[src/sv/prls_pkg.sv]
package prls_pkg;

  localparam int unsigned LabelW   = 16;
  localparam int unsigned CntW     = 25;
  localparam int unsigned SqW      = 33;
  localparam int unsigned PathW    = 25;
  localparam int unsigned TotalW   = 27;
  localparam int unsigned IdxW     = 2;
  localparam int unsigned FracW    = 16;
  localparam int unsigned CfgIdxW  = 8;
  localparam int unsigned CfgDataW = 16;
  localparam int unsigned NumW     = SqW + FracW;
  localparam int unsigned DenW     = CntW + 1;
  localparam int unsigned QDepth   = 2;
  localparam int unsigned RecipW    = 26;
  localparam int unsigned MeanProdW = TotalW + RecipW;

  localparam logic [CntW-1:0]  CntMax      = '1;
  localparam logic [SqW-1:0]   SqMax       = '1;
  localparam logic [PathW-1:0] PathMax     = '1;
  localparam logic [IdxW-1:0]  LastPass    = IdxW'(2);

  // The product of x and the ceiling of 2^27 / 3, shifted right by 27, is x / 3 rounded down
  // for every x below 2^27.
  localparam logic [RecipW-1:0] MeanRecip = 26'd44739243;

  typedef enum logic [CfgIdxW-1:0] {
    RegTargetLabel = 8'd0,
    RegPathMode    = 8'd1
  } cfg_reg_e;

  typedef enum logic [0:0] {
    ModeMembersPerSegment = 1'b0,
    ModeSquaresPerMember  = 1'b1
  } path_mode_e;

  typedef struct packed {
    logic [CntW-1:0] segments;
    logic [CntW-1:0] members;
    logic [SqW-1:0]  squares;
    path_mode_e      mode;
  } pass_sum_t;

  typedef struct packed {
    logic            start;
    logic [NumW-1:0] num;
    logic [DenW-1:0] den;
  } div_req_t;

  typedef struct packed {
    logic             done;
    logic             zero;
    logic [PathW-1:0] quot;
  } div_rsp_t;

  typedef enum logic [3:0] {
    BkIdle = 4'b0001,
    BkPath = 4'b0010,
    BkMean = 4'b0100,
    BkOut  = 4'b1000
  } back_state_e;

endpackage

[src/sv/prls_intf.sv]
interface prls_cell_if;
  logic                           valid;
  logic                           ready;
  logic [prls_pkg::LabelW-1:0]    cell_label;
  logic                           line_end;
  logic                           pass_end;

  modport source (output valid, cell_label, line_end, pass_end, input ready);
  modport sink   (input valid, cell_label, line_end, pass_end, output ready);
endinterface

interface prls_cfg_if;
  logic                           valid;
  logic                           ready;
  logic [prls_pkg::CfgIdxW-1:0]   index;
  logic [prls_pkg::CfgDataW-1:0]  data;

  modport source (output valid, index, data, input ready);
  modport sink   (input valid, index, data, output ready);
endinterface

interface prls_res_if;
  logic                           valid;
  logic                           ready;
  logic [prls_pkg::IdxW-1:0]      pass_index;
  logic [prls_pkg::CntW-1:0]      segment_count;
  logic [prls_pkg::CntW-1:0]      member_count;
  logic [prls_pkg::SqW-1:0]       square_sum;
  logic [prls_pkg::PathW-1:0]     pass_path;
  logic [prls_pkg::PathW-1:0]     mean_path;
  logic                           zero_denominator;
  logic                           final_pass;

  modport source (output valid, pass_index, segment_count, member_count, square_sum,
                  pass_path, mean_path, zero_denominator, final_pass, input ready);
  modport sink   (input valid, pass_index, segment_count, member_count, square_sum,
                  pass_path, mean_path, zero_denominator, final_pass, output ready);
endinterface

[src/sv/periodic_run_length_statistics_core.sv]
// Channel  Direction  Transfer carries
// cell_i   in         cell_label, line_end, pass_end
// cfg_i    in         index (0 target_label, 1 path_mode), data
// res_o    out        per-pass counts, square sum, paths, flags
//
// One cell is taken per cycle while the queue has room; the run tracker and the accumulators
// update in that cycle. A pass result is offered once the pass sum has gone through the
// 25-step restoring divider, with an added mean state on the third pass.
// A zero denominator or a saturated path skips the divider loop.
// A two-entry queue holds finished pass sums, so cells stall only when it is full.
// Reset is asynchronous and active low and clears all control and accumulator state.
module periodic_run_length_statistics_core #(
  parameter int unsigned LINE_MAX = 256
) (
  input  logic       clk_i,
  input  logic       rst_ni,
  prls_cell_if.sink  cell_i,
  prls_cfg_if.sink   cfg_i,
  prls_res_if.source res_o
);

  logic                full, push, q_valid, pop;
  prls_pkg::pass_sum_t push_entry, head_entry;
  prls_pkg::div_req_t  div_req;
  prls_pkg::div_rsp_t  div_rsp;

  prls_front #(
    .LINE_MAX (LINE_MAX)
  ) u_front (
    .clk_i   (clk_i),
    .rst_ni  (rst_ni),
    .cell_i  (cell_i),
    .cfg_i   (cfg_i),
    .full_i  (full),
    .push_o  (push),
    .entry_o (push_entry)
  );

  prls_fifo u_fifo (
    .clk_i   (clk_i),
    .rst_ni  (rst_ni),
    .push_i  (push),
    .entry_i (push_entry),
    .full_o  (full),
    .valid_o (q_valid),
    .pop_i   (pop),
    .entry_o (head_entry)
  );

  prls_div u_div (
    .clk_i  (clk_i),
    .rst_ni (rst_ni),
    .req_i  (div_req),
    .rsp_o  (div_rsp)
  );

  prls_back u_back (
    .clk_i     (clk_i),
    .rst_ni    (rst_ni),
    .valid_i   (q_valid),
    .entry_i   (head_entry),
    .pop_o     (pop),
    .div_req_o (div_req),
    .div_rsp_i (div_rsp),
    .res_o     (res_o)
  );

endmodule

[src/sv/prls_front.sv]
module prls_front #(
  parameter int unsigned LINE_MAX = 256
) (
  input  logic                clk_i,
  input  logic                rst_ni,
  prls_cell_if.sink           cell_i,
  prls_cfg_if.sink            cfg_i,
  input  logic                full_i,
  output logic                push_o,
  output prls_pkg::pass_sum_t entry_o
);

  localparam int unsigned LenW = $clog2(LINE_MAX + 1);
  localparam int unsigned PosW = $clog2(LINE_MAX);
  localparam int unsigned SqrW = 2 * LenW;

  logic [prls_pkg::LabelW-1:0] target_q;
  prls_pkg::path_mode_e        mode_q;
  logic [PosW-1:0]             pos_q, pos_d;
  logic [LenW-1:0]             first_q, first_d;
  logic                        fo_q, fo_d;
  logic [LenW-1:0]             cur_q, cur_d;
  logic [prls_pkg::CntW-1:0]   seg_q, seg_d;
  logic [prls_pkg::CntW-1:0]   mem_q, mem_d;
  logic [prls_pkg::SqW-1:0]    sq_q, sq_d;

  logic                        accept, match, fo_eff, close;
  logic [LenW-1:0]             cur_n, first_n, len_a, len_b;
  logic                        fo_n, commit_a, commit_b;
  logic [SqrW-1:0]             sq_a, sq_b;
  logic [prls_pkg::CntW:0]     seg_sum;
  logic [prls_pkg::SqW:0]      sq_sum;
  logic [prls_pkg::CntW-1:0]   seg_n, mem_n;
  logic [prls_pkg::SqW-1:0]    sq_n;

  assign cell_i.ready = !full_i;
  assign cfg_i.ready  = 1'b1;
  assign accept       = cell_i.valid && cell_i.ready;
  assign match        = (cell_i.cell_label == target_q);
  assign fo_eff       = (pos_q == '0) ? match : fo_q;

  // A run that starts at the line head is held back until the line closes,
  // where it may join the run that touches the line tail.
  always_comb begin
    commit_a = 1'b0;
    len_a    = '0;
    first_n  = first_q;
    if (match) begin
      cur_n = cur_q + LenW'(1);
      fo_n  = fo_eff;
    end else begin
      cur_n = '0;
      fo_n  = 1'b0;
      if (cur_q != '0) begin
        if (fo_eff) begin
          first_n = cur_q;
        end else begin
          commit_a = 1'b1;
          len_a    = cur_q;
        end
      end
    end
  end

  assign close = cell_i.line_end || cell_i.pass_end || (pos_q == PosW'(LINE_MAX - 1));

  always_comb begin
    commit_b = 1'b0;
    len_b    = '0;
    if (close) begin
      if (cur_n != '0) begin
        commit_b = 1'b1;
        len_b    = fo_n ? cur_n : cur_n + first_n;
      end else if (first_n != '0) begin
        commit_b = 1'b1;
        len_b    = first_n;
      end
    end
  end

  assign sq_a    = SqrW'(len_a) * SqrW'(len_a);
  assign sq_b    = SqrW'(len_b) * SqrW'(len_b);
  assign seg_sum = {1'b0, seg_q} + (prls_pkg::CntW + 1)'(commit_a)
                 + (prls_pkg::CntW + 1)'(commit_b);
  assign sq_sum  = {1'b0, sq_q} + (prls_pkg::SqW + 1)'(sq_a) + (prls_pkg::SqW + 1)'(sq_b);
  assign seg_n   = seg_sum[prls_pkg::CntW] ? prls_pkg::CntMax : seg_sum[prls_pkg::CntW-1:0];
  assign sq_n    = sq_sum[prls_pkg::SqW] ? prls_pkg::SqMax : sq_sum[prls_pkg::SqW-1:0];
  assign mem_n   = (match && mem_q != prls_pkg::CntMax) ? mem_q + prls_pkg::CntW'(1) : mem_q;

  assign push_o           = accept && cell_i.pass_end;
  assign entry_o.segments = seg_n;
  assign entry_o.members  = mem_n;
  assign entry_o.squares  = sq_n;
  assign entry_o.mode     = mode_q;

  always_comb begin
    pos_d   = pos_q;
    first_d = first_q;
    fo_d    = fo_q;
    cur_d   = cur_q;
    seg_d   = seg_q;
    mem_d   = mem_q;
    sq_d    = sq_q;
    if (accept) begin
      if (close) begin
        pos_d   = '0;
        first_d = '0;
        fo_d    = 1'b0;
        cur_d   = '0;
      end else begin
        pos_d   = pos_q + PosW'(1);
        first_d = first_n;
        fo_d    = fo_n;
        cur_d   = cur_n;
      end
      if (cell_i.pass_end) begin
        seg_d = '0;
        mem_d = '0;
        sq_d  = '0;
      end else begin
        seg_d = seg_n;
        mem_d = mem_n;
        sq_d  = sq_n;
      end
    end
  end

  always_ff @(posedge clk_i or negedge rst_ni) begin
    if (!rst_ni) begin
      target_q <= '0;
      mode_q   <= prls_pkg::ModeSquaresPerMember;
      pos_q    <= '0;
      first_q  <= '0;
      fo_q     <= 1'b0;
      cur_q    <= '0;
      seg_q    <= '0;
      mem_q    <= '0;
      sq_q     <= '0;
    end else begin
      if (cfg_i.valid && cfg_i.ready) begin
        if (cfg_i.index == prls_pkg::RegTargetLabel) begin
          target_q <= cfg_i.data[prls_pkg::LabelW-1:0];
        end else if (cfg_i.index == prls_pkg::RegPathMode) begin
          mode_q <= prls_pkg::path_mode_e'(cfg_i.data[0]);
        end
      end
      pos_q   <= pos_d;
      first_q <= first_d;
      fo_q    <= fo_d;
      cur_q   <= cur_d;
      seg_q   <= seg_d;
      mem_q   <= mem_d;
      sq_q    <= sq_d;
    end
  end

  a_pass_clears: assert property (@(posedge clk_i) disable iff (!rst_ni)
    push_o |=> (seg_q == '0 && mem_q == '0 && sq_q == '0))
    else $error("accumulators not cleared after a pass end");

  a_run_in_line: assert property (@(posedge clk_i) disable iff (!rst_ni)
    (LenW + 1)'(cur_q) <= (LenW + 1)'(pos_q))
    else $error("current run longer than the cells seen in the line");

  a_head_run_closed: assert property (@(posedge clk_i) disable iff (!rst_ni)
    first_q != '0 |-> !fo_q)
    else $error("head run stored while still open");

endmodule

[src/sv/prls_fifo.sv]
module prls_fifo (
  input  logic                clk_i,
  input  logic                rst_ni,
  input  logic                push_i,
  input  prls_pkg::pass_sum_t entry_i,
  output logic                full_o,
  output logic                valid_o,
  input  logic                pop_i,
  output prls_pkg::pass_sum_t entry_o
);

  localparam int unsigned PtrW = $clog2(prls_pkg::QDepth);
  localparam int unsigned CntW = $clog2(prls_pkg::QDepth + 1);

  prls_pkg::pass_sum_t slot_q [prls_pkg::QDepth];
  logic [PtrW-1:0]     wr_q, rd_q;
  logic [CntW-1:0]     cnt_q;
  logic                do_push, do_pop;

  assign full_o  = (cnt_q == CntW'(prls_pkg::QDepth));
  assign valid_o = (cnt_q != '0);
  assign entry_o = slot_q[rd_q];
  assign do_push = push_i && !full_o;
  assign do_pop  = pop_i && valid_o;

  always_ff @(posedge clk_i) begin
    if (do_push) begin
      slot_q[wr_q] <= entry_i;
    end
  end

  always_ff @(posedge clk_i or negedge rst_ni) begin
    if (!rst_ni) begin
      wr_q  <= '0;
      rd_q  <= '0;
      cnt_q <= '0;
    end else begin
      if (do_push) begin
        wr_q <= (wr_q == PtrW'(prls_pkg::QDepth - 1)) ? '0 : wr_q + PtrW'(1);
      end
      if (do_pop) begin
        rd_q <= (rd_q == PtrW'(prls_pkg::QDepth - 1)) ? '0 : rd_q + PtrW'(1);
      end
      cnt_q <= cnt_q + CntW'(do_push) - CntW'(do_pop);
    end
  end

endmodule

[src/sv/prls_div.sv]
module prls_div (
  input  logic               clk_i,
  input  logic               rst_ni,
  input  prls_pkg::div_req_t req_i,
  output prls_pkg::div_rsp_t rsp_o
);

  localparam int unsigned StepW = $clog2(prls_pkg::PathW);
  localparam int unsigned DvsW  = prls_pkg::DenW + prls_pkg::PathW - 1;
  localparam int unsigned CmpW  = prls_pkg::DenW + prls_pkg::PathW;

  logic                         busy_q, done_q, zero_q;
  logic [prls_pkg::NumW-1:0]    rem_q;
  logic [DvsW-1:0]              dvs_q;
  logic [prls_pkg::PathW-1:0]   quot_q;
  logic [StepW-1:0]             cnt_q;
  logic                         ge, too_big;

  // The quotient is held to PathW bits: a larger one saturates up front,
  // so the restoring loop needs exactly PathW steps.
  assign too_big = CmpW'(req_i.num) >= {req_i.den, {prls_pkg::PathW{1'b0}}};
  assign ge      = DvsW'(rem_q) >= dvs_q;

  assign rsp_o.done = done_q;
  assign rsp_o.zero = zero_q;
  assign rsp_o.quot = quot_q;

  always_ff @(posedge clk_i) begin
    if (req_i.start) begin
      rem_q  <= req_i.num;
      dvs_q  <= {req_i.den, {(prls_pkg::PathW - 1){1'b0}}};
      cnt_q  <= StepW'(prls_pkg::PathW - 1);
      zero_q <= (req_i.den == '0);
      if (req_i.den == '0) begin
        quot_q <= '0;
      end else if (too_big) begin
        quot_q <= prls_pkg::PathMax;
      end else begin
        quot_q <= '0;
      end
    end else if (busy_q) begin
      if (ge) begin
        rem_q <= rem_q - dvs_q[prls_pkg::NumW-1:0];
      end
      quot_q <= {quot_q[prls_pkg::PathW-2:0], ge};
      dvs_q  <= dvs_q >> 1;
      cnt_q  <= cnt_q - StepW'(1);
    end
  end

  always_ff @(posedge clk_i or negedge rst_ni) begin
    if (!rst_ni) begin
      busy_q <= 1'b0;
      done_q <= 1'b0;
    end else begin
      done_q <= 1'b0;
      if (req_i.start) begin
        if (req_i.den == '0 || too_big) begin
          done_q <= 1'b1;
        end else begin
          busy_q <= 1'b1;
        end
      end else if (busy_q && cnt_q == '0) begin
        busy_q <= 1'b0;
        done_q <= 1'b1;
      end
    end
  end

endmodule

[src/sv/prls_back.sv]
module prls_back (
  input  logic                clk_i,
  input  logic                rst_ni,
  input  logic                valid_i,
  input  prls_pkg::pass_sum_t entry_i,
  output logic                pop_o,
  output prls_pkg::div_req_t  div_req_o,
  input  prls_pkg::div_rsp_t  div_rsp_i,
  prls_res_if.source          res_o
);

  prls_pkg::back_state_e         state_q, state_d;
  prls_pkg::pass_sum_t           sum_q, sum_d;
  logic [prls_pkg::IdxW-1:0]     pass_q, pass_d;
  logic [prls_pkg::TotalW-1:0]   total_q, total_d;
  logic [prls_pkg::PathW-1:0]    path_q, path_d, mean_q, mean_d;
  logic                          zero_q, zero_d;
  logic                          fin;
  logic [prls_pkg::MeanProdW-1:0] mean_prod;

  assign fin       = (pass_q >= prls_pkg::LastPass);
  assign mean_prod = total_q * prls_pkg::MeanRecip;

  always_comb begin
    state_d   = state_q;
    sum_d     = sum_q;
    pass_d    = pass_q;
    total_d   = total_q;
    path_d    = path_q;
    mean_d    = mean_q;
    zero_d    = zero_q;
    pop_o     = 1'b0;
    div_req_o = '0;
    unique case (state_q)
      prls_pkg::BkIdle: begin
        if (valid_i) begin
          pop_o           = 1'b1;
          sum_d           = entry_i;
          div_req_o.start = 1'b1;
          if (entry_i.mode == prls_pkg::ModeMembersPerSegment) begin
            div_req_o.num = prls_pkg::NumW'({entry_i.members, {prls_pkg::FracW{1'b0}}});
            div_req_o.den = prls_pkg::DenW'(entry_i.segments);
          end else begin
            div_req_o.num = {entry_i.squares, {prls_pkg::FracW{1'b0}}};
            div_req_o.den = {entry_i.members, 1'b0};
          end
          state_d = prls_pkg::BkPath;
        end
      end
      prls_pkg::BkPath: begin
        if (div_rsp_i.done) begin
          path_d  = div_rsp_i.quot;
          zero_d  = div_rsp_i.zero;
          total_d = total_q + prls_pkg::TotalW'(div_rsp_i.quot);
          if (fin) begin
            state_d = prls_pkg::BkMean;
          end else begin
            mean_d  = '0;
            state_d = prls_pkg::BkOut;
          end
        end
      end
      prls_pkg::BkMean: begin
        mean_d  = mean_prod[prls_pkg::TotalW +: prls_pkg::PathW];
        state_d = prls_pkg::BkOut;
      end
      prls_pkg::BkOut: begin
        if (res_o.ready) begin
          state_d = prls_pkg::BkIdle;
          if (fin) begin
            pass_d  = '0;
            total_d = '0;
          end else begin
            pass_d = pass_q + prls_pkg::IdxW'(1);
          end
        end
      end
      default: state_d = prls_pkg::BkIdle;
    endcase
  end

  assign res_o.valid            = (state_q == prls_pkg::BkOut);
  assign res_o.pass_index       = pass_q;
  assign res_o.segment_count    = sum_q.segments;
  assign res_o.member_count     = sum_q.members;
  assign res_o.square_sum       = sum_q.squares;
  assign res_o.pass_path        = path_q;
  assign res_o.mean_path        = mean_q;
  assign res_o.zero_denominator = zero_q;
  assign res_o.final_pass       = fin;

  always_ff @(posedge clk_i) begin
    sum_q  <= sum_d;
    path_q <= path_d;
    mean_q <= mean_d;
    zero_q <= zero_d;
  end

  always_ff @(posedge clk_i or negedge rst_ni) begin
    if (!rst_ni) begin
      state_q <= prls_pkg::BkIdle;
      pass_q  <= '0;
      total_q <= '0;
    end else begin
      state_q <= state_d;
      pass_q  <= pass_d;
      total_q <= total_d;
    end
  end

  a_final_is_last: assert property (@(posedge clk_i) disable iff (!rst_ni)
    res_o.valid && res_o.final_pass |-> res_o.pass_index == prls_pkg::LastPass)
    else $error("final flag on a pass other than the third");

  a_zero_path: assert property (@(posedge clk_i) disable iff (!rst_ni)
    res_o.valid && res_o.zero_denominator |-> res_o.pass_path == '0)
    else $error("nonzero path with a zero denominator");

  a_final_resets: assert property (@(posedge clk_i) disable iff (!rst_ni)
    res_o.valid && res_o.ready && res_o.final_pass |=> pass_q == '0 && total_q == '0)
    else $error("pass counter or path total not cleared after the third pass");

endmodule
[src/flat_wrapper.sv]
// flat-port wrapper written by rule: the top's interface ports become plain ports
module periodic_run_length_statistics_core_flat 
#(
  parameter int unsigned LINE_MAX = 256
)
  (clk_i, rst_ni, cell_i_valid, cell_i_cell_label, cell_i_line_end, cell_i_pass_end, cell_i_ready, cfg_i_valid, cfg_i_index, cfg_i_data, cfg_i_ready, res_o_valid, res_o_pass_index, res_o_segment_count, res_o_member_count, res_o_square_sum, res_o_pass_path, res_o_mean_path, res_o_zero_denominator, res_o_final_pass, res_o_ready);
  prls_cell_if cell_i_i ();
  prls_cfg_if cfg_i_i ();
  prls_res_if res_o_i ();
  input  logic clk_i;
  input  logic rst_ni;
  input wire logic [$bits(cell_i_i.valid)-1:0] cell_i_valid;
  input wire logic [$bits(cell_i_i.cell_label)-1:0] cell_i_cell_label;
  input wire logic [$bits(cell_i_i.line_end)-1:0] cell_i_line_end;
  input wire logic [$bits(cell_i_i.pass_end)-1:0] cell_i_pass_end;
  output wire logic [$bits(cell_i_i.ready)-1:0] cell_i_ready;
  input wire logic [$bits(cfg_i_i.valid)-1:0] cfg_i_valid;
  input wire logic [$bits(cfg_i_i.index)-1:0] cfg_i_index;
  input wire logic [$bits(cfg_i_i.data)-1:0] cfg_i_data;
  output wire logic [$bits(cfg_i_i.ready)-1:0] cfg_i_ready;
  output wire logic [$bits(res_o_i.valid)-1:0] res_o_valid;
  output wire logic [$bits(res_o_i.pass_index)-1:0] res_o_pass_index;
  output wire logic [$bits(res_o_i.segment_count)-1:0] res_o_segment_count;
  output wire logic [$bits(res_o_i.member_count)-1:0] res_o_member_count;
  output wire logic [$bits(res_o_i.square_sum)-1:0] res_o_square_sum;
  output wire logic [$bits(res_o_i.pass_path)-1:0] res_o_pass_path;
  output wire logic [$bits(res_o_i.mean_path)-1:0] res_o_mean_path;
  output wire logic [$bits(res_o_i.zero_denominator)-1:0] res_o_zero_denominator;
  output wire logic [$bits(res_o_i.final_pass)-1:0] res_o_final_pass;
  input wire logic [$bits(res_o_i.ready)-1:0] res_o_ready;
  assign cell_i_i.valid = cell_i_valid;
  assign cell_i_i.cell_label = cell_i_cell_label;
  assign cell_i_i.line_end = cell_i_line_end;
  assign cell_i_i.pass_end = cell_i_pass_end;
  assign cell_i_ready = cell_i_i.ready;
  assign cfg_i_i.valid = cfg_i_valid;
  assign cfg_i_i.index = cfg_i_index;
  assign cfg_i_i.data = cfg_i_data;
  assign cfg_i_ready = cfg_i_i.ready;
  assign res_o_valid = res_o_i.valid;
  assign res_o_pass_index = res_o_i.pass_index;
  assign res_o_segment_count = res_o_i.segment_count;
  assign res_o_member_count = res_o_i.member_count;
  assign res_o_square_sum = res_o_i.square_sum;
  assign res_o_pass_path = res_o_i.pass_path;
  assign res_o_mean_path = res_o_i.mean_path;
  assign res_o_zero_denominator = res_o_i.zero_denominator;
  assign res_o_final_pass = res_o_i.final_pass;
  assign res_o_i.ready = res_o_ready;
  periodic_run_length_statistics_core #(.LINE_MAX(LINE_MAX)) u_core (.clk_i(clk_i), .rst_ni(rst_ni), .cell_i(cell_i_i), .cfg_i(cfg_i_i), .res_o(res_o_i));
endmodule
[config.mk]
export PLATFORM = sky130hd
export DESIGN_NAME = periodic_run_length_statistics_core_flat
export DESIGN_NICKNAME = d
export VERILOG_FILES = /design/src/sv/prls_pkg.sv /design/src/sv/prls_intf.sv /design/src/sv/periodic_run_length_statistics_core.sv /design/src/sv/prls_front.sv /design/src/sv/prls_fifo.sv /design/src/sv/prls_div.sv /design/src/sv/prls_back.sv /design/src/flat_wrapper.sv
export SDC_FILE = /design/constraint.sdc
export NUM_CORES = 2
export LEC_CHECK = 0
export ABC_AREA = 1
export BUFFER_PORTS_ARGS = -buffer_cell sky130_fd_sc_hd__buf_4
export CORE_MARGIN = 2
export CORE_UTILIZATION = 58
export DETAILED_ROUTE_END_ITERATION = 6
export GPL_ROUTABILITY_DRIVEN = 0
export GPL_TIMING_DRIVEN = 0
export PLACE_DENSITY_LB_ADDON = 0.3
export SYNTH_ARGS = -nofsm -noshare
export SYNTH_HDL_FRONTEND = slang
export SYNTH_SLANG_ARGS = --single-unit
[constraint.sdc]
create_clock -name clk_i -period 7.8 [get_ports clk_i]
set_input_delay 2.34 -clock clk_i [delete_from_list [all_inputs] [get_ports clk_i]]
set_output_delay 2.34 -clock clk_i [all_outputs]
set_load 0.01 [all_outputs]
==> flow_summary.json <==
{
  "number_of_nets_in_the_layout": 6842,
  "post_synth_inst_count": 5633,
  "rsz0062_at_grt": "true",
  "vias": 41200,
  "setup-tns-final_ns": -173.81,
  "report.final.slew_viol_count": 0,
  "crit_path_end_kind": "flip-flop",
  "proportion_of_synthesized_chip_area_in_sequential_cells": 0.345,
  "initial_core_util": 0.584,
  "violations": "DRC, setup timing",
  "drtPass1Iterations": 7,
  "grt_pass1_wl_mm": 217,
  "drive_gt1_frac": 0.124,
  "dieArea_um2": 86400,
  "post_synth_instance_area_um2": 48700,
  "mappedNetlistNets": 6505,
  "grt_start_max_net_pins": 94,
  "floorplan.rows": 106,
  "track_usage": 0.327,
  "yosys_register_bits": 598,
  "postLayoutSetupSlackWorst_ns": -1.92,
  "worst_setup_hold_path_clk_slew_ns": 0.07,
  "ioPinCount": 187,
  "yosysWarningCount": 0,
  "final.period_utilization": 1.25,
  "synth_most_common_cell": "sky130_fd_sc_hd__nand2_1",
  "synth_top_cell_area_share": 0.248,
  "drcViolationCount": 2,
  "synth.area.top_cells": "sky130_fd_sc_hd__edfxtp_1 (25%), sky130_fd_sc_hd__fa_1 (15%), sky130_fd_sc_hd__ha_1 (12%)",
  "required_ns": 8.40,
  "timing.critical_path.buf_inv": 12,
  "synthArstFlopShare": 0.278,
  "floorplan.die.width_um": 294,
  "place.detailed.hpwl_mm": 111,
  "root_buffer": "sky130_fd_sc_hd__clkbuf_16",
  "cp_common_cell": "sky130_fd_sc_hd__nand2_1",
  "detail_route_antenna_nets": 0,
  "floorplan.die.height_um": 294,
  "hold_slack_final_ns": 0.450,
  "worstHoldPathType": "reg -> reg",
  "path_max_fanout": 7,
  "antenna_found_initial": 2,
  "dpl_worst_slack_ns": -2.93,
  "via_per_inst": 5.79,
  "synth_area_per_cell_um2": 8.65,
  "tritoncts": "built",
  "min_period_ns": 9.72,
  "worst_path_largest_cell_delay_ns": 0.57,
  "max-clock-path-buffers": 3,
  "drt_iter0_drc": 4396,
  "globalRoute.totalOverflow": 0,
  "drv.max_cap_violation_count": 0,
  "vias_in_the_first_global_route": 39700,
  "critical-path-slowest-cell": "sky130_fd_sc_hd__fa_2",
  "synth-edff-count": 403,
  "postRouteWirelength_mm": 144,
  "synth_commonest_cells": "sky130_fd_sc_hd__nand2_1 (1204), sky130_fd_sc_hd__inv_1 (1111), sky130_fd_sc_hd__ha_1 (458), sky130_fd_sc_hd__nor2_1 (426), sky130_fd_sc_hd__edfxtp_1 (403)",
  "max_freq_ghz": 0.103,
  "synth_top_cell_by_area": "sky130_fd_sc_hd__edfxtp_1",
  "synth_flop_cell": "sky130_fd_sc_hd__edfxtp_1",
  "insertion_delay_ns": 0.66,
  "status": "finished, violations left",
  "number_of_sinks_on_the_clock_net": 598,
  "netlist-cell-type-count": 66,
  "portBuffers": 185,
  "worst_ep_arrival_time_ns": 10.32,
  "average_wire_length_per_cell_after_detail_routing_um": 20.2,
  "timing_hold_violations_final": 0,
  "htree_num_levels": 3,
  "worst-setup-path-type": "in -> reg",
  "final.setup_skew_ns": 0.0669,
  "path_delay_family": "adder cells",
  "setup-violations-final": 99,
  "crit_path_start_kind": "input pin",
  "tightest_slew_ns": 1.05,
  "numCtsBuffers": 67,
  "syn2layout_area_growth_pct": 14.9,
  "floorplan.core_area_um2": 83400,
  "maxSlewHeadroom": 0.302
}
cell usage in the layout, fill, tap and decap left out, drive strengths merged, types with 3 or more instances in the layout:
cell	instances
bufinv	4
ha	458
nand2	1233
a22o	9
o22ai	34
inv	1142
o21a	15
dfxtp	29
xor2	48
nor3	70
o211ai	10
a31o	4
clkbuf	148
o31ai	30
dfrtp	164
o21ai	365
and3	3
a21oi	259
nand3b	4
mux2i	5
xnor2	22
o21bai	34
mux2	5
a22oi	4
nor3b	4
a211oi	5
clkinv	23
nand4	65
nor2	443
clkinvlp	5
and2	15
fa	367
edfxtp	403
nand3	160
or2	27
nor4	20
buf	310
a31oi	33
a21o	25
a21boi	7
metrics by stage:
| stage | cell area (µm²) | cells | util |
|---|---|---|---|
| after floorplan | 49000 | 5633 | - |
| after global placement | 51800 | 6898 | 0.620 |
| after detailed placement | 52000 | 6906 | 0.623 |
| after CTS | 55300 | 7078 | 0.663 |
| after global routing | 56000 | 7105 | 0.671 |
| final | 56000 | 7106 | 0.671 |
layer usage:
layer / routed length, µm / global-route usage
met1: 54600 / 0.431
met2: 65500 / 0.513
met4: 8030 / 0.160
met3: 15400 / 0.0727
met5: 0 / 0
state kept, by name (all words and copies together), names as in the netlist, 5 cells and up:
register,flops
u_core.u_front.target_q,16
u_core.u_div.cnt_q,5
u_core.u_back.total_q,27
u_core.u_front.seg_q,25
u_core.u_front.sq_q,33
u_core.u_back.res_o.square_sum,33
u_core.u_div.dvs_q,50
u_core.u_back.res_o.member_count,25
u_core.u_div.rem_q,49
u_core.u_back.res_o.mean_path,25
u_core.u_back.res_o.pass_path,25
u_core.u_back.res_o.segment_count,25
u_core.u_fifo.slot_q,168
u_core.u_front.cur_q,9
u_core.u_div.quot_q,25
u_core.u_front.mem_q,25
u_core.u_front.first_q,9
u_core.u_front.pos_q,8
worst paths after layout:
check	startpoint	end	slack (ns)	cells after the start
worst max register to register	u_core.u_front.cur_q[0]	u_core.u_front.sq_q[14]	-0.98	47
max in group asynchronous	rst_ni	u_core.u_front.target_q[13]	5.15	2
worst max-delay path	cell_i_cell_label[14]	u_core.u_front.sq_q[14]	-1.92	50
worst min register to register	u_core.u_div.zero_q	u_core.u_back.res_o.zero_denominator	0.45	0
min in group asynchronous	rst_ni	u_core.u_front.sq_q[26]	1.64	1
worst min-delay path	u_core.u_div.zero_q	u_core.u_back.res_o.zero_denominator	0.45	0
what timing repair did:
item	in CTS	in global routing
setup endpoints to repair	99	99
gates cloned	3	1
hold buffers	0	0
gates resized for setup	165	119
pin swaps	60	67
setup buffers	46	25
cell families after synthesis:
kind of cell,share of synthesized area
DFF,0.345
AOI/OAI and AO/OA,0.0977
adders and majority gates,0.268
and+or+nand+nor,0.175
other,0.0000769
muxes,0.00218
xor gates and xnor gates,0.0126
buffers and inverters,0.0983
layout make-up:
class                   count  area, µm²
diodes                      2       5.00
plain buffers             100        554
clock buffers              91       1810
clock inverters            32        450
fillers                  6436      27400
inverters                1142       4310
multi-input cells        3794      28400
flip-flops and latches    598      16800
well taps                1080       1350
repair buffers            267       2310
Power is left out: the tool's default activity adds up to more than one toggle a clock period on the data nets, which glitch-free logic cannot reach.
